### config.mk
export PLATFORM = sky130hd
export DESIGN_NAME = prof_acc_ram
export DESIGN_NICKNAME = d
export VERILOG_FILES = /design/src/rtl/prof_acc_ram.sv
export SDC_FILE = /design/constraint.sdc
export NUM_CORES = 1
export LEC_CHECK = 0
export BUFFER_PORTS_ARGS = -buffer_cell sky130_fd_sc_hd__buf_2
export CORE_MARGIN = 4
export CORE_UTILIZATION = 56
export DETAILED_ROUTE_END_ITERATION = 8
export GPL_TIMING_DRIVEN = 0
export PLACE_DENSITY = 0.74
export SETUP_SLACK_MARGIN = 0.15
export SLEW_MARGIN = 20
export SYNTH_ARGS = -nofsm -noshare
export SYNTH_HDL_FRONTEND = slang
export SYNTH_SLANG_ARGS = --single-unit
### constraint.sdc
create_clock -name aclk -period 1.92 [get_ports aclk]
set_input_delay 0.096 -clock aclk [delete_from_list [all_inputs] [get_ports aclk]]
set_output_delay 0.096 -clock aclk [all_outputs]
set_load 0.005 [all_outputs]
### src/rtl/prof_acc_ram.sv
`timescale 1ns / 1ps
// ----------------------------------------------------------------------------
// Generic single-port-write RAM
// One write port and one read port; read data is registered.
// ----------------------------------------------------------------------------
module prof_acc_ram #(
    parameter int WIDTH = 8,
    parameter int DEPTH = 16,
    localparam int AW   = (DEPTH > 1) ? $clog2(DEPTH) : 1
) (
    input  logic             aclk,
    input  logic             wr_en,
    input  logic [AW-1:0]    wr_addr,
    input  logic [WIDTH-1:0] wr_data,
    input  logic [AW-1:0]    rd_addr,
    output logic [WIDTH-1:0] rd_data
);

    logic [WIDTH-1:0] mem_reg [DEPTH];
    logic [WIDTH-1:0] rd_data_reg;

    // Write and registered read
    always_ff @(posedge aclk) begin
        if (wr_en) begin
            mem_reg[wr_addr] <= wr_data;
        end
        rd_data_reg <= mem_reg[rd_addr];
    end

    assign rd_data = rd_data_reg;

endmodule

==> qor.yml <==
die:
  rows: 34
  initial_core_util_pct: 58.2
  dieArea_um2: 10800
  core_area_um2: 8850
  die_h_um: 104
  die_w_um: 104
  io_pins: 26
timing:
  max_slew_margin_pct: 46.6
  finalHoldViolations: 0
  rsz0062_at_grt: "false"
  min_period_ns: 1.39
  max_freq_mhz: 722
  report.final.slew_viol_count: 0
  final-setup-viol-count: 0
  finClkSkew_ns: 0.00712
  final.setup.tns_ns: 0
  tightest_slew_ns: 0.798
  fin_crit_sh_pct: 72.1
setup_path:
  cp_top_family: "multiplexers"
  critical_path_buf_inv_count: 0
  cp.arrival_ns: 1.77
  crit_type: "reg2reg"
  crit_path_max_incr_delay_ns: 0.51
  critPathLaunchType: "flop"
  slowest_stage: "mux4_1"
  path_cells: "mux4_1 -> a22oi_1 -> nand2_1"
  endpoint_kind: "flop"
  critPathRequiredTime_ns: 2.30
  worstPathMaxFanout: 1
route:
  viasPerCell: 6.02
  num_vias: 2409
  wl_mm: 9.46
  drtPass1Iterations: 4
  drcViolationCount: 0
  postRouteAntennaNets: 0
  first_iter_violations: 246
  wl_per_cell_um: 23.7
grt:
  overflow: 0
  grt_pass1_vias: 2497
  grt_pass1_wl_mm: 15.0
  grt_busiest_layer: "met2"
  antenna_found_initial: 0
  gr-usage-met2_pct: 28.7
  met1_usage_pct: 28.4
  use_met3_pct: 5.34
  grt_start_max_net_pins: 17
  groute.usage.overall_pct: 19.3
synth:
  ys_seq_elements: 136
  synth_flop_cell: "edfxtp_1"
  ys_async_sr_fraction_pct: 0
  syn-cell-area_um2: 5150
  synth-edff-count: 128
  synth.net_count: 247
  synthCells: 229
  yosysSeqAreaShare_pct: 77.8
  yosys.cell_types.count: 19
  ys_warn_count: 0
  syn_avg_cell_area_um2: 22.5
clock_tree:
  cts_tree: "yes"
  worstSkewPairLatency_ns: 0.50
  h-tree-depth: 4
  numCtsBuffers: 17
  clk_path_buf_depth: 2
  cts.sink_count: 136
  clockRootBuffer: "clkbuf_8"
  clk_pin_slew_ns: 0.06
cells_and_area:
  antennaDiodeCount: 0
  final_common_cell: "edfxtp_1"
  postLayoutCoreUtil_pct: 68.5
  drive_above_1_share_pct: 28.1
  layout.nets: 298
  largest_reg_flops: 128
  final_area_um2: 6060
  layoutNonFillerInstCount: 400
  syn2layout_area_growth_pct: 17.7
  mostFrequentLayoutCells: "128 x edfxtp_1, 27 x buf_2, 18 x mux4_2"
placed_design:
  hpwlAfterDp_mm: 5.76
  gp_congestion: 0.741
  placed_area_um2: 5420
  port_buffers: 24
  dp_cells: 361
power_and_ir_drop:
  p_total_mw: 6.69
  p_per_area_nw_per_um2: 1100
  vdd_drop_max_v: 0.000554
  p_leak_nw: 2.04
worst_hold_path:
  hold_class: "in2reg"
run_status:
  status: "finished clean"
job:
  cap_violations: 0
[area by class of cell]
type,instances,area [µm²]
Tap cell,108,135
Fill cell,558,2790
Sequential cell,136,4000
Clock inverter,11,131
Clock buffer,20,425
Multi-Input combinational cell,83,1080
Buffer,10,86.3
Timing Repair Buffer,32,200
[final timing paths]
path / endpoint / slack, ns / cells past startpoint / startpoint
hold / removal: rd_data[7]$_DFF_P_ / 0.12 / 4 / rd_addr[0]
hold reg to reg: rd_data[2]$_DFF_P_ / 0.68 / 3 / mem_reg[11][2]$_DFFE_PP_
setup reg to reg: rd_data[3]$_DFF_P_ / 0.53 / 3 / mem_reg[1][3]$_DFFE_PP_
setup / recovery: rd_data[3]$_DFF_P_ / 0.53 / 3 / mem_reg[1][3]$_DFFE_PP_
[cell usage after synthesis, types with 2 or more instances]
master             n  share of area [%]
buf_2              3               0.29
nand2_1            9               0.66
mux4_1            14                7.1
nor3_1             4               0.39
buf_6              3               0.66
edfxtp_1         128                 75
a22oi_1           16                2.3
nand3b_1           2               0.29
mux4_2            18                7.9
nand2b_1           2               0.24
clkdlybuf4s25_2    3               0.58
nor2_1            13               0.95
dfxtp_1            8                3.1
[worst register-to-register path: stages, from the launching register on]
cell and delay (ns):
edfxtp_1 0.37, mux4_1 0.51, a22oi_1 0.29, nand2_1 0.09
[metal layers]
metal	share of wire [%]	wire length (µm)	up-vias
li1	-	-	1077
met1	43	4100	1237
met2	49	4670	90
met3	6.6	622	5
met4	0.81	77	0
met5	0	0	-
[repair_timing]
item / in CTS / in global routing
gates resized for setup: 0 / 0
buffers inserted: 0 / 0
hold buffers: 8 / 0
setup endpoints to repair: 0 / 0
hold endpoints to repair: 125 / 0
[logic make-up after synthesis]
family	Yosys count	synth area share, %
compound gates	16	2.33
mux	32	15.0
simple gates	35	3.18
buf+inv	10	1.68
flops	136	77.8
[stage by stage]
step	hold slack (ns)	setup WS, ns
4_1_cts	0.0947	0.525
3_5_place_dp	0.473	0.136
2_1_floorplan	0.195	0.331
5_1_grt	0.120	0.483
3_3_place_gp	0.473	-0.226
6_report	0.118	0.535
[power by group]
group / switching [mW] / internal [mW]
Clock: 1.09 / 1.95
Sequential: 0.0149 / 3.32
Combinational: 0.182 / 0.142
(Power assumes the default switching activity.)
